===== src/wvpl_pkg.sv =====
package wvpl_pkg;

    // Sizing defaults
    localparam int MAX_SITES_DEF = 64;
    localparam int GRID_SIZE     = 512;

    // Field widths
    localparam int COORD_W    = 13;
    localparam int WGT_W      = 12;
    localparam int PIX_W      = 9;
    localparam int IDX_W      = 6;
    localparam int CNT_CFG_W  = 7;
    localparam int RAD_W      = 10;
    localparam int FRAC_W     = 8;
    localparam int SQ_W       = 2 * COORD_W;
    localparam int D2_W       = SQ_W + 2;
    localparam int W2_W       = 2 * WGT_W;
    localparam int R2_W       = 2 * RAD_W;
    localparam int PROD_W     = D2_W + W2_W;
    localparam int IN_DATA_W  = 64;
    localparam int OUT_DATA_W = 24;
    localparam int CFG_IDX_W  = 2;
    localparam int CFG_DATA_W = 10;

    localparam logic [WGT_W-1:0] WEIGHT_ONE = WGT_W'(256);
    localparam logic [WGT_W-1:0] WEIGHT_MIN = WGT_W'(1);

    // Register indexes
    localparam logic [CFG_IDX_W-1:0] CFG_SITE_COUNT    = 2'd0;
    localparam logic [CFG_IDX_W-1:0] CFG_REACH_RADIUS  = 2'd1;
    localparam logic [CFG_IDX_W-1:0] CFG_WEIGHTED_MODE = 2'd2;

    // Opcodes
    localparam logic OPC_LOAD     = 1'b0;
    localparam logic OPC_CLASSIFY = 1'b1;

    typedef enum logic [1:0] {
        S_IDLE,
        S_SCAN,
        S_FIN,
        S_DONE
    } t_state;

    typedef struct packed {
        logic [COORD_W-1:0] x;
        logic [COORD_W-1:0] y;
        logic [WGT_W-1:0]   w;
    } t_site;

    // One candidate site leaving the distance pipeline
    typedef struct packed {
        logic            valid;
        logic            first;
        logic [D2_W-1:0] d2;
        logic [W2_W-1:0] w2;
    } t_cand;

    // Phase control for the compare unit
    typedef struct packed {
        logic mul;
        logic cmp;
        logic fin;
    } t_best_ctl;

endpackage


===== src/wvpl_site_mem.sv =====
module wvpl_site_mem #(
    parameter int MAX_SITES = wvpl_pkg::MAX_SITES_DEF
) (
    input  logic                         i_clk,
    input  logic                         i_we,
    input  logic [$clog2(MAX_SITES)-1:0] i_waddr,
    input  wvpl_pkg::t_site              i_wdata,
    input  logic                         i_re,
    input  logic [$clog2(MAX_SITES)-1:0] i_raddr,
    output wvpl_pkg::t_site              o_rdata
);
    import wvpl_pkg::*;

    t_site r_mem [MAX_SITES];
    t_site r_rdata;

    always_ff @(posedge i_clk) begin
        if (i_we) begin
            r_mem[i_waddr] <= i_wdata;
        end
    end

    always_ff @(posedge i_clk) begin
        if (i_re) begin
            r_rdata <= r_mem[i_raddr];
        end
    end

    assign o_rdata = r_rdata;

endmodule


===== config.mk =====
export PLATFORM = sky130hd
export DESIGN_NAME = wvpl_site_mem
export DESIGN_NICKNAME = d
export VERILOG_FILES = /design/src/wvpl_pkg.sv /design/src/wvpl_site_mem.sv
export SDC_FILE = /design/constraint.sdc
export NUM_CORES = 2
export LEC_CHECK = 0
export ABC_AREA = 0
export BUFFER_PORTS_ARGS = -buffer_cell sky130_fd_sc_hd__buf_2
export CORE_MARGIN = 2
export CORE_UTILIZATION = 35
export DETAILED_ROUTE_END_ITERATION = 10
export SYNTH_ARGS = -nofsm -noshare
export SYNTH_HDL_FRONTEND = slang
export SYNTH_SLANG_ARGS = --single-unit

===== constraint.sdc =====
create_clock -name i_clk -period 4.3 [get_ports i_clk]
set_input_delay 0.215 -clock i_clk [delete_from_list [all_inputs] [get_ports i_clk]]
set_output_delay 0.215 -clock i_clk [all_outputs]
set_load 0.02 [all_outputs]

==> results.md <==
* Die Y at 520.4 um
* Type of destination of the critical path: register
* Final period utilization at 0.5790
* Synth Area in XOR/XNOR at 0
* Worst slew pin tran at between 1 and 1.5 ns
* Vias at between 40000 and 50000
* Synth top area cells: edfxtp_1 79%, mux4_2 15%, a22oi_1 1.1%, mux2i_1 0.68%, o22ai_1 0.67%
* Gate power share at 0.049
* Gate count after technology mapping at ~4000
* Later-pin clock latency in the skew report at ~0.86 ns
* Synth Area in Adders at 0
* Max Buffers Root-to-Sink at 3
* First-pass GRT wire length at ~350 mm
* Final Skew at between 0.05 and 0.06 ns
* Peak supply drop at 0.4528 mV
* Largest net degree at the start of global routing at slightly below 90
* Vias in the first global route at around 45000
* Area growth syn-to-layout at 15.02%
* HPWL Detailed at 140.7 mm
* Remaining antenna violation count after routing at 0
* Commonest non-fill, non-tap cell in the layout: edfxtp_1
* Post-synthesis simple-gate area fraction at 0.01193
* CP Launch Type: input port
* Synth Area per Inst at 23.39 sq um
* Hold crit path type: input port to register
* Core box area at roughly 270000 sq um
* RSZ-0062 raised after global routing: no
* Setup Buffers After CTS at 0
* Status: complete, no violations
* Setup Viol. Count Final at 0
* Post-cts resize count at 0
* Max stage delay on crit path at 0.76 ns
* Worst Path Max Fanout at 26
* Initial Utilization at 0.3520
* Post-DP Area at 99570 sq um
* Final Wtd Congestion at between 0.7 and 0.8
* CP arrival at about 3.2 ns
* Final Max Slew Viols at 0
* Initial antenna violation count at 23
* P_sw at between 10000 and 15000 uW
* Mux share of post-synthesis cell area at 0.1564
* Tmin final at between 2 and 2.5 ns
* Max Cap Viol at 0
* Root buffer cell: clkbuf_16
* Critical Path Slowest Stage Cell: nor2b_4
* Crit path required time at 4.99 ns
* Finished Cell Area at ~110000 sq um
* Syn_nets at between 4000 and 5000
* Worst R2R Path Depth at 5
* Hold Fails Final Rpt at 0
* Pleak at around 0.033 uW
* CTS Hold Bufs at 4
* Die footprint at about 270000 sq um
* F_max at between 0.4 and 0.5 GHz
* Yosys reg bits at ~2500
* Relative slew slack at 0.1692
* DR pass1 iterations at 5
* Sequential fraction of the synthesis area at 0.7948
* TNS Setup at 0 ns
* Family with the most delay on the worst path: buffers and inverters
* Commonest non-fill, non-tap cells in the layout: 2470 x edfxtp_1, 608 x mux4_2, 241 x clkbuf_16
* Complex-gate fraction of the synthesized area at 0.02483
* Top-area cell type share of the netlist area at 0.7948
* Critical path class: input port to register
* Vias per cell at roughly 5.6
* Pint at just under 40000 uW
* Buf/Inv on CP at 3
* Leading area contributor after synthesis: edfxtp_1
* Cell depth of the worst setup path at 8
* Chip Width at 520.4 um
* Hold path depth at 2
* Num CTS Buffers at between 200 and 250
* Synth warnings at 0
* Io pins at 91
* PD cells at ~470 nW/um^2
* Drt first-iter violations at approximately 5600
* Row count at between 150 and 200
* DRC at 0
* Mapped cell area at 93320 sq um
* H-tree depth at 4
* TritonCTS clock tree: done
* Distinct cells, synth at 30
* Critical Path, Cell by Cell: buf_2, nor2b_4, buf_4, buf_4, a22oi_1, nand2_1, o22ai_1, nor2_1
* Fraction of layout cells with a size suffix above 1 at 0.2934
* Clk pwr share at 0.414
* Clock transition at the registers of the reported paths at 0.06 ns
* All-Layer GR Usage at 0.1828
* # nets final at around 4300
* Clock Sinks at around 2500
* WL final at around 250 mm
* GRT overflow at 0
* Wire per inst at ~31 um
* Largest family of logic cells by synthesized area: multiplexers
* Sequential fraction of design power at 0.537
* Port Buf Inserts at 90
* Most frequent CP cell: buf_4
* Sw frac at 0.2120
[registers in the layout, summed over array words and instances (netlist names)]
register	count
o_rdata	38
r_mem	2432
[kinds of logic after synthesis]
logic type	after synthesis
DFF	2470
AOI/OAI and AO/OA	344
muxes	695
and+or+nand+nor	260
buffers and inverters	220
[per-stage QoR]
| stage | power [uW] | cells | hold WS, ns | util | setup slack [ns] |
|---|---|---|---|---|---|
| after floorplan | 28590 | 3989 | 0.3139 | - | 0.4772 |
| after global placement | 29750 | 7585 | 0.6218 | 0.3756 | 0.8255 |
| after detailed placement | 29790 | 7585 | 0.6320 | 0.3756 | 0.8404 |
| after CTS | 50300 | 8032 | 0.003526 | 0.4048 | 1.772 |
| after global routing | 51320 | 8034 | 0.04050 | 0.4048 | 1.721 |
| final | 49940 | 8039 | 0.05124 | 0.4049 | 1.810 |
[cells in the mapped netlist]
cell         n
mux2i_1     63
nand4_1      2
or3_1        2
inv_1        1
and2_1       2
or2_2        3
or3b_2       4
a22oi_1    138
and3_1       1
clkbuf_1    91
buf_1       28
nor2b_1      9
nand3_1     10
o22ai_1    100
edfxtp_1  2470
mux4_2     608
nand4b_1     1
buf_4       19
buf_6       20
nor3_1       9
nand2b_1     9
o22a_1       1
mux2_2      24
a21oi_1     72
a31oi_1      1
buf_2       61
nor2_1     127
nand2_1     76
nand3b_1     5
o221ai_1    32
[routing by layer]
metal  global-route usage  up-vias  routed length [um]
li1                     -    17790                   -
met1               0.2559    24590              102900
met5                    0        -                  77
met4              0.04003       12                5190
met3              0.03538      339               21520
met2               0.2972     2091              121900
[final cells by class]
type | instances | area (sq um)
Multi-Input combinational cell | 1299 | 18540
Fill cell | 22940 | 157800
Clock inverter | 161 | 1519
Timing Repair Buffer | 286 | 2477
Tap cell | 3533 | 4420
Antenna cell | 7 | 17.52
Clock buffer | 282 | 6185
Sequential cell | 2470 | 74170
Inverter | 1 | 3.754
[power by group through the flow]
stage	registers [uW]	clock network (uW)	logic, uW
floorplan	27300	0	1280
global placement	27300	0	2440
detailed placement	27300	0	2480
CTS	26800	21000	2480
global route	26800	21900	2590
finish	26800	20700	2450
[final timing paths]
path                      startpoint                endpoint  slack, ns
max                       i_raddr[3]   o_rdata[24]$_DFFE_PP_       1.81
max reg2reg  r_mem[23][24]$_DFFE_PP_   o_rdata[24]$_DFFE_PP_       1.97
min reg2reg   r_mem[1][31]$_DFFE_PP_   o_rdata[31]$_DFFE_PP_       0.91
min                       i_wdata[6]  r_mem[54][6]$_DFFE_PP_       0.05
No activity file was read; power rests on OpenSTA's default activity.
