--- src/wvpl_pkg.sv ---
package wvpl_pkg;

    // Sizing defaults
    localparam int MAX_SITES_DEF = 64;
    localparam int GRID_SIZE     = 512;

    // Field widths
    localparam int COORD_W    = 13;
    localparam int WGT_W      = 12;
    localparam int PIX_W      = 9;
    localparam int IDX_W      = 6;
    localparam int CNT_CFG_W  = 7;
    localparam int RAD_W      = 10;
    localparam int FRAC_W     = 8;
    localparam int SQ_W       = 2 * COORD_W;
    localparam int D2_W       = SQ_W + 2;
    localparam int W2_W       = 2 * WGT_W;
    localparam int R2_W       = 2 * RAD_W;
    localparam int PROD_W     = D2_W + W2_W;
    localparam int IN_DATA_W  = 64;
    localparam int OUT_DATA_W = 24;
    localparam int CFG_IDX_W  = 2;
    localparam int CFG_DATA_W = 10;

    localparam logic [WGT_W-1:0] WEIGHT_ONE = WGT_W'(256);
    localparam logic [WGT_W-1:0] WEIGHT_MIN = WGT_W'(1);

    // Register indexes
    localparam logic [CFG_IDX_W-1:0] CFG_SITE_COUNT    = 2'd0;
    localparam logic [CFG_IDX_W-1:0] CFG_REACH_RADIUS  = 2'd1;
    localparam logic [CFG_IDX_W-1:0] CFG_WEIGHTED_MODE = 2'd2;

    // Opcodes
    localparam logic OPC_LOAD     = 1'b0;
    localparam logic OPC_CLASSIFY = 1'b1;

    typedef enum logic [1:0] {
        S_IDLE,
        S_SCAN,
        S_FIN,
        S_DONE
    } t_state;

    typedef struct packed {
        logic [COORD_W-1:0] x;
        logic [COORD_W-1:0] y;
        logic [WGT_W-1:0]   w;
    } t_site;

    // One candidate site leaving the distance pipeline
    typedef struct packed {
        logic            valid;
        logic            first;
        logic [D2_W-1:0] d2;
        logic [W2_W-1:0] w2;
    } t_cand;

    // Phase control for the compare unit
    typedef struct packed {
        logic mul;
        logic cmp;
        logic fin;
    } t_best_ctl;

endpackage

--- src/wvpl_best_unit.sv ---
module wvpl_best_unit #(
    parameter int MAX_SITES = wvpl_pkg::MAX_SITES_DEF
) (
    input  logic                         i_clk,
    input  wvpl_pkg::t_best_ctl          i_ctl,
    input  wvpl_pkg::t_cand              i_cand,
    input  logic [$clog2(MAX_SITES)-1:0] i_cand_idx,
    input  logic [wvpl_pkg::R2_W-1:0]    i_r2,
    output logic [$clog2(MAX_SITES)-1:0] o_best_idx,
    output logic                         o_labeled
);
    import wvpl_pkg::*;

    localparam int SIDX_W = $clog2(MAX_SITES);

    logic [D2_W-1:0]   r_bd2;
    logic [W2_W-1:0]   r_bw2;
    logic [SIDX_W-1:0] r_bidx;
    logic [PROD_W-1:0] r_p1;
    logic [PROD_W-1:0] r_p2;
    logic              r_labeled;

    logic [D2_W-1:0] mul_a;
    logic [W2_W-1:0] mul_b;

    // Second multiplier doubles as reach^2 * w^2 on the final pass
    always_comb begin
        mul_a = i_ctl.fin ? D2_W'(i_r2) : r_bd2;
        mul_b = i_ctl.fin ? r_bw2 : i_cand.w2;
    end

    always_ff @(posedge i_clk) begin
        if (i_ctl.mul) begin
            r_p1 <= PROD_W'(i_cand.d2) * PROD_W'(r_bw2);
            r_p2 <= PROD_W'(mul_a) * PROD_W'(mul_b);
        end
    end

    always_ff @(posedge i_clk) begin
        if (i_ctl.cmp) begin
            if (i_ctl.fin) begin
                r_labeled <= ((PROD_W'(r_bd2) << FRAC_W) < r_p2);
            end else if (i_cand.valid && (i_cand.first || (r_p1 < r_p2))) begin
                r_bd2  <= i_cand.d2;
                r_bw2  <= i_cand.w2;
                r_bidx <= i_cand_idx;
            end
        end
    end

    assign o_best_idx = r_bidx;
    assign o_labeled  = r_labeled;

endmodule
--- config.mk ---
export PLATFORM = sky130hd
export DESIGN_NAME = wvpl_best_unit
export DESIGN_NICKNAME = d
export VERILOG_FILES = /design/src/wvpl_pkg.sv /design/src/wvpl_best_unit.sv
export SDC_FILE = /design/constraint.sdc
export NUM_CORES = 2
export LEC_CHECK = 0
export ABC_AREA = 1
export BUFFER_PORTS_ARGS = -buffer_cell sky130_fd_sc_hd__buf_2
export CAP_MARGIN = 40
export CORE_ASPECT_RATIO = 0.7
export CORE_UTILIZATION = 60
export DETAILED_ROUTE_END_ITERATION = 10
export PLACE_DENSITY = 0.83
export SYNTH_ARGS = -nofsm -noshare
export SYNTH_HDL_FRONTEND = slang
export SYNTH_SLANG_ARGS = --single-unit
--- constraint.sdc ---
create_clock -name i_clk -period 9.95 [get_ports i_clk]
set_input_delay 2.4875 -clock i_clk [delete_from_list [all_inputs] [get_ports i_clk]]
set_output_delay 2.4875 -clock i_clk [all_outputs]
set_load 0.01 [all_outputs]
==> flow_summary.ini <==
[yosys]
yosysUniqueCellTypes = 39
yosys.area.top_type_share = 0.433
synth_area_leaders = fa_1, inv_1, nand2_1
synth_top_family_by_area = adder cells
synth_xor_area_frac = 0.00981
ys_ff_latch = 163
synth_top_cell_by_area = fa_1
synthCells = 6550
syn-cell-area_um2 = 52700
synthMuxAreaShare = 0
synth_area_per_cell_um2 = 8.04
synth_compound_area_frac = 0.0321
ys_seq_area_frac = 0.0930
yosys_warnings = 0
synth_nets = 8209
synthAdderAreaFrac = 0.537
yosys.area_share.simple = 0.175

[die]
die_w_um = 356
die_h_um = 250
core_um2 = 86500
floorplan.initialDensity = 0.609
rows = 90
die_area_um2 = 89000
io_pins = 91

[detailed_routing]
ant_nets = 0
drc_errors = 8
vias_per_cell = 5.53
drt_wl_total_um = 157000
drt-initial-drc-count = 4843
vias = 42673
post_drt_wl_per_cell_um = 20.3
drtPass1Iterations = 10

[timing]
finalCritPeriodShare = 0.969
slew-limit-headroom = 0.327
tns_ps = 0
maxSlewViolCount = 0
worst_pin_slew_ps = 1000
hold_viol = 0
fmax_mhz = 104
rsz0062_at_grt = no
finalSetupViolCount = 0
fin_crit_ps = 9650
skew_ps = 18.1

[critical_path]
critPathMaxFanout = 63
slowest_delay_ps = 630
cp_slowest_cell = clkinv_1
cp.required_ps = 10160
crit_family = adder cells
crit_top_cell = fa_1
critPathArrivalTime_ps = 9860
critPathCaptureType = flop
critPathLaunchType = primary input
worstSetupPathType = in2reg
worst-path-buf-inv = 8

[outcome]
violations = design-rule violations
outcome = complete, but fails checks

[clock_network]
tritoncts = done
post-cts-setup-buffers = 0
numCtsBuffers = 17
clk_latency_ps = 460
cts.sinks = 163
htree_levels = 4
path_clk_slew_ps = 80
cts-resized-gates = 0
cts_hold_buf = 0
cts_max_path_buffers = 2
cts_root_buf = clkbuf_16

[grt]
met1_usage = 0.545
overflow = 0
grt_busiest_layer = met1
first_global_vias = 44114
met3_usage = 0.126
grt_pass1_wl_um = 247000
antenna_found_initial = 1
grt_max_degree = 64
grtUsageMet2 = 0.511
grt.total_usage = 0.368

[final_layout]
antenna_cells = 0
nNetsFinal = 8219
layout-drive-gt1-share = 0.0504
area_delta_synth_final_pct = 4.72
final_cells = 7723

[flow_run]
maxCapViolCount = 0

[hold_path]
hold_class = reg2reg

[place]
dpl.hpwl_um = 135000
portBuffers = 90
gp_congestion = 1.07
dp_cells = 7691
[layout by cell type (no fill, tap or decap), types with 62 or more instances in the layout]
master	netlist	final
nand3_1	74	74
nand2_1	1605	1605
buf_2	66	89
nor2_1	547	547
ha_1	435	435
edfxtp_1	163	163
a21oi_1	159	158
buf_4	6	122
o21ai_0	64	62
inv_1	1858	1858
fa_1	1140	1140
[path summary, 6_finish.rpt]
| kind | start | endpoint | slack [ps] | cells after the start |
|---|---|---|---|---|
| worst max-delay path | i_ctl[0] | r_p2[42]$_DFFE_PP_ | 300 | 25 |
| worst min register to register | r_p2[45]$_DFFE_PP_ | o_labeled$_DFFE_PP_ | 760 | 4 |
| worst max register to register | r_bw2[13]$_DFFE_PP_ | r_p2[42]$_DFFE_PP_ | 2260 | 25 |
| worst min-delay path | r_p2[45]$_DFFE_PP_ | o_labeled$_DFFE_PP_ | 760 | 4 |
[worst reg2reg max path, cell delays in order (launching register included)]
cell      delay, ps
edfxtp_1        370
buf_4           300
nand2_1         140
o21a_1          690
nor2_1          170
fa_1            530
inv_1            50
fa_1            480
inv_1            60
fa_1            500
fa_1            590
fa_1            450
fa_1            490
inv_1            50
fa_1            470
inv_1            40
ha_1            470
nand2_2         150
nor2_2          240
inv_1            70
o21bai_1        360
inv_1            80
nand3_1         290
nand2_1         210
nand3_1         120
nand2_1          50
[registers in the layout, indices dropped and copies added (netlist names)]
signal	count
r_p2	52
r_bw2	24
o_labeled	1
o_best_idx	6
r_bd2	28
r_p1	52
[routing by layer]
layer  up-vias  wire, um
met5         -        99
met4         2      4800
met3       301     23800
met2      2707     63400
met1     20932     65000
li1      18731         -
[synthesized netlist by cell type, drive strengths merged]
cell / count
and2: 4
nor2b: 1
xor2: 52
or2: 23
fa: 1140
o21bai: 16
a21oi: 160
nor4: 4
edfxtp: 163
nand4: 29
nand2: 1624
xnor2: 7
buf: 112
clkinv: 9
clkbuf: 111
o21a: 21
nor3: 19
o21ai: 96
a31oi: 1
ha: 435
nand3: 78
inv: 1874
a21boi: 1
nor2: 559
nand3b: 6
a21o: 5
[area by class of cell]
type	instances	area, um2
clock buffer	18	429
clock inverter	14	170
fill	7359	31300
inverter	1883	7070
multi-input combinational	4281	39700
sequential	163	4890
tap	1150	1440
timing repair buffer	214	1430
[stage by stage]
stage / utilization / area (um2) / worst slack (ps) / hold WS [ps]
2_1_floorplan: - / 52700 / 1440 / 587
3_3_place_gp: 0.630 / 54500 / 141 / 711
3_5_place_dp: 0.631 / 54500 / 119 / 722
4_1_cts: 0.638 / 55100 / 570 / 716
5_1_grt: 0.638 / 55100 / 91.7 / 766
6_report: 0.638 / 55100 / 304 / 759
[logic make-up (layout without fill, tap and decap cells)]
kind of cell	after synthesis	after routing
AO/OA/AOI/OAI	300	300
XOR/XNOR	59	59
adder cells (fa/ha/maj)	1575	1575
buffers and inverters	2106	2129
flip-flops	163	163
AND/OR/NAND/NOR	2347	2347
Power is left out: the tool's default activity adds up to more than one toggle a clock period on the data nets, which glitch-free logic cannot reach.
