## config.mk

```make
export PLATFORM = sky130hd
export DESIGN_NAME = wvpl_dist_unit
export DESIGN_NICKNAME = d
export VERILOG_FILES = /design/src/wvpl_pkg.sv /design/src/wvpl_dist_unit.sv
export SDC_FILE = /design/constraint.sdc
export NUM_CORES = 1
export LEC_CHECK = 0
export ABC_CLOCK_PERIOD_IN_PS = 7300
export BUFFER_PORTS_ARGS = -buffer_cell sky130_fd_sc_hd__buf_2
export CAP_MARGIN = 20
export CORE_MARGIN = 4
export CORE_UTILIZATION = 55
export DETAILED_ROUTE_END_ITERATION = 6
export GPL_ROUTABILITY_DRIVEN = 1
export PLACE_DENSITY = 0.81
export SLEW_MARGIN = 40
export SYNTH_ARGS = -nofsm -noshare
export SYNTH_HDL_FRONTEND = slang
export SYNTH_SLANG_ARGS = --single-unit
```

## constraint.sdc

```tcl
create_clock -name i_clk -period 7.3 [get_ports i_clk]
set_input_delay 0.73 -clock i_clk [delete_from_list [all_inputs] [get_ports i_clk]]
set_output_delay 0.73 -clock i_clk [all_outputs]
set_load 0.05 [all_outputs]
```

## src/wvpl_pkg.sv

```systemverilog
package wvpl_pkg;

    // Sizing defaults
    localparam int MAX_SITES_DEF = 64;
    localparam int GRID_SIZE     = 512;

    // Field widths
    localparam int COORD_W    = 13;
    localparam int WGT_W      = 12;
    localparam int PIX_W      = 9;
    localparam int IDX_W      = 6;
    localparam int CNT_CFG_W  = 7;
    localparam int RAD_W      = 10;
    localparam int FRAC_W     = 8;
    localparam int SQ_W       = 2 * COORD_W;
    localparam int D2_W       = SQ_W + 2;
    localparam int W2_W       = 2 * WGT_W;
    localparam int R2_W       = 2 * RAD_W;
    localparam int PROD_W     = D2_W + W2_W;
    localparam int IN_DATA_W  = 64;
    localparam int OUT_DATA_W = 24;
    localparam int CFG_IDX_W  = 2;
    localparam int CFG_DATA_W = 10;

    localparam logic [WGT_W-1:0] WEIGHT_ONE = WGT_W'(256);
    localparam logic [WGT_W-1:0] WEIGHT_MIN = WGT_W'(1);

    // Register indexes
    localparam logic [CFG_IDX_W-1:0] CFG_SITE_COUNT    = 2'd0;
    localparam logic [CFG_IDX_W-1:0] CFG_REACH_RADIUS  = 2'd1;
    localparam logic [CFG_IDX_W-1:0] CFG_WEIGHTED_MODE = 2'd2;

    // Opcodes
    localparam logic OPC_LOAD     = 1'b0;
    localparam logic OPC_CLASSIFY = 1'b1;

    typedef enum logic [1:0] {
        S_IDLE,
        S_SCAN,
        S_FIN,
        S_DONE
    } t_state;

    typedef struct packed {
        logic [COORD_W-1:0] x;
        logic [COORD_W-1:0] y;
        logic [WGT_W-1:0]   w;
    } t_site;

    // One candidate site leaving the distance pipeline
    typedef struct packed {
        logic            valid;
        logic            first;
        logic [D2_W-1:0] d2;
        logic [W2_W-1:0] w2;
    } t_cand;

    // Phase control for the compare unit
    typedef struct packed {
        logic mul;
        logic cmp;
        logic fin;
    } t_best_ctl;

endpackage

```

## src/wvpl_dist_unit.sv

```systemverilog
module wvpl_dist_unit #(
    parameter int MAX_SITES = wvpl_pkg::MAX_SITES_DEF
) (
    input  logic                         i_clk,
    input  logic                         i_rst_n,
    input  logic                         i_step,
    input  logic                         i_issue,
    input  logic [$clog2(MAX_SITES)-1:0] i_addr,
    input  wvpl_pkg::t_site              i_rdata,
    input  logic                         i_weighted,
    input  logic [wvpl_pkg::COORD_W-1:0] i_qx,
    input  logic [wvpl_pkg::COORD_W-1:0] i_qy,
    output wvpl_pkg::t_cand              o_cand,
    output logic [$clog2(MAX_SITES)-1:0] o_cand_idx,
    output logic                         o_busy
);
    import wvpl_pkg::*;

    localparam int SIDX_W = $clog2(MAX_SITES);

    logic              r_v_rd;
    logic [SIDX_W-1:0] r_idx_rd;
    logic              r_v_sq;
    logic [SIDX_W-1:0] r_idx_sq;
    logic [SQ_W-1:0]   r_dxsq;
    logic [SQ_W-1:0]   r_dysq;
    logic [W2_W-1:0]   r_w2;
    logic              r_cand_v;
    logic              r_cand_first;
    logic [D2_W-1:0]   r_cand_d2;
    logic [W2_W-1:0]   r_cand_w2;
    logic [SIDX_W-1:0] r_idx_d2;

    logic [COORD_W-1:0] dx;
    logic [COORD_W-1:0] dy;
    logic [WGT_W-1:0]   weff;

    always_comb begin
        dx = (i_rdata.x >= i_qx) ? (i_rdata.x - i_qx) : (i_qx - i_rdata.x);
        dy = (i_rdata.y >= i_qy) ? (i_rdata.y - i_qy) : (i_qy - i_rdata.y);
        if (!i_weighted) begin
            weff = WEIGHT_ONE;
        end else if (i_rdata.w == '0) begin
            weff = WEIGHT_MIN;
        end else begin
            weff = i_rdata.w;
        end
    end

    // Valid bits
    always_ff @(posedge i_clk) begin
        if (!i_rst_n) begin
            r_v_rd   <= 1'b0;
            r_v_sq   <= 1'b0;
            r_cand_v <= 1'b0;
        end else if (i_step) begin
            r_v_rd   <= i_issue;
            r_v_sq   <= r_v_rd;
            r_cand_v <= r_v_sq;
        end
    end

    // Squares, then the squared distance
    always_ff @(posedge i_clk) begin
        if (i_step) begin
            r_idx_rd     <= i_addr;
            r_idx_sq     <= r_idx_rd;
            r_dxsq       <= SQ_W'(dx) * SQ_W'(dx);
            r_dysq       <= SQ_W'(dy) * SQ_W'(dy);
            r_w2         <= W2_W'(weff) * W2_W'(weff);
            r_idx_d2     <= r_idx_sq;
            r_cand_first <= (r_idx_sq == '0);
            r_cand_d2    <= D2_W'(r_dxsq) + D2_W'(r_dysq);
            r_cand_w2    <= r_w2;
        end
    end

    assign o_cand     = {r_cand_v, r_cand_first, r_cand_d2, r_cand_w2};
    assign o_cand_idx = r_idx_d2;
    assign o_busy     = r_v_rd | r_v_sq;

endmodule

```

==> results, run 1 <==
- Multiplexer cells account for 1.215% of the synthesized area.
- The number of clock sinks is 145.
- The final antenna diode count is 0.
- The number of I/O pins is 136.
- The number of antenna violations at the first check in global routing is 0.
- The initial utilization of the core area, before any placement, comes to 56.01%.
- The remaining antenna violation count after routing is 0.
- The total of max-cap violations is 0.
- The congestion estimate from routability-driven global placement came to 0.8996.
- The largest single stage delay on the critical path is 560 ps.
- Before antenna repair, the detailed router went through 5 iterations.
- The checks that failed: negative setup slack.
- The maximum clock frequency is 133.6 MHz.
- The floorplan step defined a die boundary enclosing 40,620 um2.
- The most used flip-flop cell after synthesis is edfxtp_1.
- The longest clock path from root to sink contains 2 buffers.
- The post-synthesis instance area is 20,600 um2.
- The standard cell core area is 36,790 um2.
- Using the TritonRoute via totals, the vias-per-cell ratio works out to 5.411.
- The launching element of the worst setup path is i_rdata[13].
- The synthesized design contains 142 enable-type register cells.
- In this run the tool buffered the top-level ports with 133 buffer cells.
- For this run, asynchronously set or reset flops after synthesis account for 0%.
- The critical path's most frequent cell is fa_1.
- The clock root buffer master is clkbuf_16.
- The worst setup slack for register-to-register paths is 3920 ps.
- By area the synthesized netlist is led by fa_1, edfxtp_1, ha_1, inv_1, xnor2_1.
- The register bit total from synthesis is 145.
- The via count of the first global-routing pass is 17,700.
- The max-slew violation count came to 0.
- The deepest level of the CTS H-tree is 4.
- The clock latency of the later-clocked register in the worst-skew pair is 440 ps.
- The combinational family with the most area after synthesis is adder cells.
- At the worst endpoint, the arrival time is 7670 ps.
- The proportion of layout cells with a drive suffix above 1 is 26.50%.
- Counting tap cells, the placed design contains a total of 2,953 instances.
- The worst reg2reg path endpoint is r_cand_d2[24]$_DFFE_PP_.
- The post-detailed-routing wire length is 48,490 um.
- The worst reg2reg path depth is 10.
- At the pin with the least slew margin, the transition time is 724.3 ps.
- The critical path required time is 7490 ps.
- The distinct cell type count of the synthesized netlist is 70.
- After detailed routing, the average wire length per cell comes to 16.04 um.
- The clock tree from TritonCTS is done.
- The number of instances in the synthesized netlist is 2,097.
- The startpoint type of the worst setup path is an input pin.
- The net count reported at finish is 3,154.
- In this run the horizontal extent of the chip is 201.5 um.
- The largest total area in the synthesized netlist belongs to fa_1.
- Across the routed clock network, the largest skew measured is 8.734 ps.
- The global-route wire length before repair is 80,250 um.
- For hold timing, the worst endpoint is r_cand_w2[4]$_DFFE_PP_.
- The worst hold path was traced through 0 stages.
- Excluding fillers, the count of instances in the completed layout stands at 3,023.
- The die is 201.5 um tall.
- The kind of critical path is input pin to register.
- Of the post-synthesis cell area, the dominant cell type holds 26.43%.
- Summing the areas of all compound-gate instances in the mapped netlist gives 8.836% of the synthesized area.
- The TritonCTS buffer count is 17.
- Setup violations remaining at the end of the flow were counted as 5.
- The share of the cycle needed by the critical path after routing is 102.5%.
- Setup repair after global routing could not meet its margin everywhere.
- The total global routing overflow is 0.
- The worst relative slew slack is 51.71%.
- After clock tree synthesis, the clock-pin slew on the worst setup and hold paths is 70 ps.
- For the finished layout, the period the worst path requires is 7483 ps.
- The worst setup path is captured at a register.
- Of the total synthesized cell area, the portion taken by full adders, half adders and majority gates is 42.52%.
- The simple-gate share of the synthesized area is 10.76%.
- Once routing completed, OpenROAD measured the worst setup slack at -183.2 ps.
- Entering global routing, the biggest net connects 76 pins.
- The cell row count is 70.
- After Yosys synthesis, XOR and XNOR cells account for 5.527% of the synthesized area.
- The startpoint identified for the worst register-to-register timing path is r_dysq[3]$_DFFE_PP_.
- The number of filler cells placed in the layout is 2,509.
- The synthesis-to-finish area growth is 24.55%.
- Yosys printed 0 warnings.
- The detailed placer's ending HPWL is 37,980 um.
- In this run the most critical hold path is launched from r_w2[4]$_DFFE_PP_.
- The top fanout value on the critical path is 5.
- Sequential cells were found to cover 20.99% of the synthesized design area.
- The detailed router's first-iteration violation count is 836.
- The tightest min-delay check is of the register to register type.
- The flow ran to the end, but the final reports show violations.
- In the global route stage, overall resource usage came out at 23.57%.
- For this block, the via count after detailed routing is 16,356.
- The library cell contributing the largest single delay on the critical path is fa_1.
- The detailed-route DRC error count is 0.
- The mean instance size in the synthesized netlist is 9.825 um2.
- The number of endpoints with negative hold slack in the final report is 0.
-- critical path, delay by kind of cell --
family / cells / cell delay [ps]
fa+ha+maj: 7 / 2900
compound gates: 10 / 1840
buf+inv: 10 / 960
simple gates: 4 / 720
xor+xnor: 2 / 250
mux: 1 / 240
-- through the flow --
step / hold WS (ps) / utilization (%) / area, um2 / setup WS, ps / TNS, ps
after global routing: 427.5 / 69.76 / 25660 / -447.1 / -2164
after floorplan: 400.3 / - / 20900 / -208.0 / -608.0
after CTS: 421.5 / 67.75 / 24920 / 1.660 / 0
after detailed placement: 405.2 / 65.74 / 24180 / -658.5 / -7456
after global placement: 402.8 / 65.73 / 24180 / -398.7 / -4298
final: 418.4 / 69.76 / 25660 / -183.2 / -412.1
-- cells in the final DEF (no fill, tap or decap), types with 17 or more instances in the layout --
| cell type | netlist | routed |
|---|---|---|
| and3_1 | 46 | 46 |
| clkbuf_16 | 0 | 18 |
| nand2_1 | 90 | 81 |
| ha_1 | 265 | 248 |
| nor2_1 | 156 | 145 |
| o21ai_0 | 41 | 32 |
| o21a_1 | 19 | 19 |
| nor2b_1 | 22 | 19 |
| buf_2 | 16 | 128 |
| inv_1 | 486 | 471 |
| nor3_1 | 26 | 24 |
| xor2_1 | 32 | 29 |
| nand3_1 | 17 | 17 |
| fa_1 | 272 | 264 |
| a21o_1 | 49 | 49 |
| xnor2_1 | 72 | 68 |
| a21oi_1 | 77 | 66 |
| inv_2 | 6 | 17 |
| edfxtp_1 | 142 | 142 |
| buf_4 | 6 | 330 |
| nand2b_1 | 31 | 30 |
-- state kept, by name, indices dropped and copies added, names as in the netlist, 6 cells and up --
register and cells:
o_cand_idx 6, r_idx_rd 6, r_idx_sq 6, r_cand_d2 27
r_dysq 25, r_cand_w2 23, r_w2 23, r_dxsq 25
-- cells by family (layout without fill, tap and decap cells) --
kind of cell,after synthesis,after routing
mux,24,24
xor+xnor,118,118
flops,145,145
other cells,1,2
buf+inv,541,998
compound gates,273,273
simple gates,458,458
fa+ha+maj,537,537
-- cells in the mapped netlist, drive strengths merged, types with 4 or more instances --
cell type,count
o21ai,44
nand3b,6
o211ai,5
o21a,19
mux2i,19
buf,24
a21oi,78
nor2b,22
nand3,17
a31oi,10
ha,265
nand2,90
mux2,5
xor2,35
or3,6
a21o,49
or2,19
a211o,4
fa,272
and2,15
and3,46
xnor2,83
o21bai,13
nor2,159
o31ai,5
clkbuf,25
nor4,6
inv,492
edfxtp,142
a31o,4
nand4,9
nor3,26
a211oi,10
nand2b,31
-- per-layer routing --
metal,vias to the layer above,share of wire (%),track usage [%]
met1,8118,38,28.76
li1,7627,-,-
met5,-,0,0
met3,112,5.6,3.562
met2,499,54,43.61
met4,0,2.4,6.226
-- timing repair --
action	4_1_cts	5_1_grt
setup endpoints to repair	7	22
setup buffers	9	29
hold buffers	0	0
pin swaps	17	65
gates cloned	0	1
gates resized for setup	20	111
-- how the worst max path moves through the flow --
stage          cells after the start                   end  slack [ps]
2_1_floorplan                     28  r_dysq[24]$_DFFE_PP_        -210
5_1_grt                           35  r_dysq[25]$_DFFE_PP_        -450
3_3_place_gp                      28  r_dxsq[25]$_DFFE_PP_        -400
6_report                          34  r_dysq[25]$_DFFE_PP_        -180
4_1_cts                           35  r_dysq[21]$_DFFE_PP_           2
3_5_place_dp                      35  r_dysq[25]$_DFFE_PP_        -660
-- final cells by class --
type	count	area (um2)	area share, %
Multi-Input combinational cell	1412	14960	58.32
Sequential cell	145	4324	16.85
Timing Repair Buffer	474	3351	13.06
Inverter	492	1862	7.256
Tap cell	468	585.6	2.282
Clock buffer	17	425.4	1.658
Clock inverter	15	147.6	0.5754
Power of run 1 is not shown: default switching activity piles up to over one toggle a cycle in this logic, so the estimate is an artifact.
==> run 2: changes to the inputs <==
- CELL_PAD_IN_SITES_DETAIL_PLACEMENT: unset -> 1
- CELL_PAD_IN_SITES_GLOBAL_PLACEMENT: unset -> 2
- CORE_UTILIZATION: 55 -> 37
- PLACE_DENSITY: 0.81 -> 0.84
==> results, run 2 (synthesis results as in run 1) <==
- The overall die area is 59,520 um2.
- The count of input and output buffers is 133.
- The clock passes through at most 2 buffers.
- Clock skew on the completed layout was measured at 9.317 ps.
- For this run, the total global-route usage over all layers was measured as 18.65%.
- TritonCTS built the clock tree.
- The top fanout value on the critical path is 6.
- The die height is 244.0 um.
- The via count of the first global-routing pass is 18,652.
- At the pin with the least slew margin, the transition time is 682.8 ps.
- The H-tree was split into 4 levels.
- The endpoint arrival time on the critical path is 7580 ps.
- The worst setup path is launched from an input pin.
- The flip-flop count of the largest register, all copies and words added is 27.
- The worst setup path is captured at a register.
- Counting the fill cells in the layout gives 6,214.
- The core occupancy in the finished layout is 48.23%.
- Setup violations remaining at the end of the flow were counted as 3.
- On the worst path, the slowest cell contributes a delay of 520 ps.
- The cell row count is 86.
- Dividing the detail-routed via count by the number of cells gives 4.874.
- The min-delay analysis places its worst path in the category register to register.
- The number of endpoints with negative hold slack in the final report is 0.
- The kind of cell with the highest combined delay on the critical path is adder cells.
- Before CTS, the worst setup slack after placement is -1003 ps.
- The worst reg2reg path depth is 10.
- Across all setup checks in the final design, the least slack found is -52.79 ps.
- The worst relative slew slack is 54.48%.
- For the finished layout, the period the worst path requires is 7353 ps.
- The first global-routing pass estimated 90,670 um of wire.
- The critical path required time is 7530 ps.
- The final antenna diode count is 0.
- The wire length per cell after detailed routing is 16.56 um.
- The path with the worst hold slack has its endpoint at r_cand_w2[20]$_DFFE_PP_.
- In the final layout, the share of cells above drive strength 1 is 28.97%.
- The length of the first detailed-routing pass in iterations is 7.
- The TritonCTS buffer count is 17.
- Across the run, the number of max-cap violations was 0.
- The die extent in x is 244.0 um.
- The register with the most flip-flops in the final layout is r_cand_d2.
- The clock input transition at the sequential cells of the worst setup and hold paths is 70 ps.
- The total global routing overflow is 0.
- The cell sitting at the root of the clock tree is a clkbuf_16.
- The hold buffer count at CTS is 0.
- For this block, the initial DRC count from the detailed router was 530.
- For this run, design rule violations remaining after detail routing come to 0.
- After layout, the worst path uses 100.7% of the clock period.
- Timing would allow up to 136.0 MHz.
- In the final layout, the registers with the most flip-flops are r_cand_d2: 27 flops, r_dxsq: 25 flops, r_dysq: 25 flops.
- The flow ran to the end, but the final reports show violations.
- The most common library cell in the layout ignoring fill and taps is inv_1.
- Routability-driven placement finished with a final weighted congestion of 0.8652.
- The endpoint identified for the worst register-to-register timing path is r_cand_d2[24]$_DFFE_PP_.
- The post-detailed-routing wire length is 55,190 um.
- The number of antenna violations at the first check in global routing is 0.
- The effective utilization at floorplan is 37.40%.
- The setup check on the worst reg-to-reg path leaves a slack of 3970 ps.
- Setup repair after global routing could not meet its margin everywhere.
- The pin count of the biggest net entering global routing is 76.
- The max-slew violation count is 0.
- The startpoint identified for the worst hold timing path is r_w2[20]$_DFFE_PP_.
- In the layout the commonest cells are inv_1, buf_4, fa_1, ha_1, nor2_1.
- Counting every sink on the clock net gives 145.
- By startpoint and endpoint, the worst setup path is classified as input pin to register.
- Tracing the worst setup path back leads to its startpoint at i_rdata[13].
- Together, buffers and inverters on the worst path number 7.
- The standard cell core area is 55,090 um2.
- Summed over all nets, the half-perimeter wirelength after detailed placement is 44,880 um.
- The synthesis-to-finish area growth is 28.97%.
- The worst hold path depth is 0.
- The net count reported at finish is 3,185.
- In this design, the critical path's most frequently occurring cell is fa_1.
- The number of I/O pins is 136.
- For this design, the slowest cell found on the critical path is fa_1.
- For the worst-skew pair, the clock arrives at the later sink with an insertion delay of 480 ps.
- In this run the remaining antenna-violating nets after routing total 0.
- The checks that failed: negative setup slack.
- The worst register-to-register path begins at r_dysq[3]$_DFFE_PP_.
- The total vias in the final route is 16,244.
[run 2: changes by cell type in the layout (fill, tap and decap cells not counted), moves of 6 or more]
| cell | before | now |
|---|---|---|
| buf_4 | 330 | 355 |
| ha_1 | 248 | 233 |
| inv_1 | 471 | 456 |
| inv_2 | 17 | 32 |
| buf_6 | 10 | 20 |
| ha_4 | 15 | 24 |
| ha_2 | 2 | 8 |
[run 2: what timing repair did]
item,CTS,global route
setup endpoints to repair,12,19
pin swaps,34,87
gates resized for setup,61,138
buffers inserted,24,29
cloned,1,1
[run 2: how the worst max path moves through the flow]
stage / cells after the start / to
3_3_place_gp: 32 / r_dxsq[20]$_DFFE_PP_
4_1_cts: 35 / r_dysq[25]$_DFFE_PP_
3_5_place_dp: 35 / r_dysq[25]$_DFFE_PP_
5_1_grt: 33 / r_dysq[24]$_DFFE_PP_
2_1_floorplan: 28 / r_dysq[24]$_DFFE_PP_
6_report: 31 / r_dysq[24]$_DFFE_PP_
[run 2: cell type report]
| type | count | area (um2) | share of cell area [%] |
|---|---|---|---|
| clock buffer | 18 | 429.2 | 1.615 |
| sequential | 145 | 4324 | 16.27 |
| inverter | 492 | 1859 | 6.997 |
| multi-input combinational | 1412 | 15230 | 57.33 |
| timing repair buffer | 505 | 3638 | 13.69 |
| tap | 748 | 935.9 | 3.522 |
| clock inverter | 13 | 151.4 | 0.5698 |
[run 2: through the flow]
stage / hold slack [ps] / std cells / setup TNS [ps] / area (um2)
after floorplan: 400.3 / 2098 / -608.0 / 20900
after global placement: 402.3 / 3250 / -7741 / 24670
after detailed placement: 405.1 / 3250 / -12400 / 24670
after CTS: 384.1 / 3306 / -24.60 / 25730
after global routing: 402.1 / 3333 / -1585 / 26570
final: 414.6 / 3333 / -68.50 / 26570
[run 2: metal layers]
metal	track usage [%]	routed length, um
met1	22.16	22730
met2	35.32	30050
met3	3.081	1653
met4	4.101	755
met5	0	0
Power of run 2 is left out for the same reason.
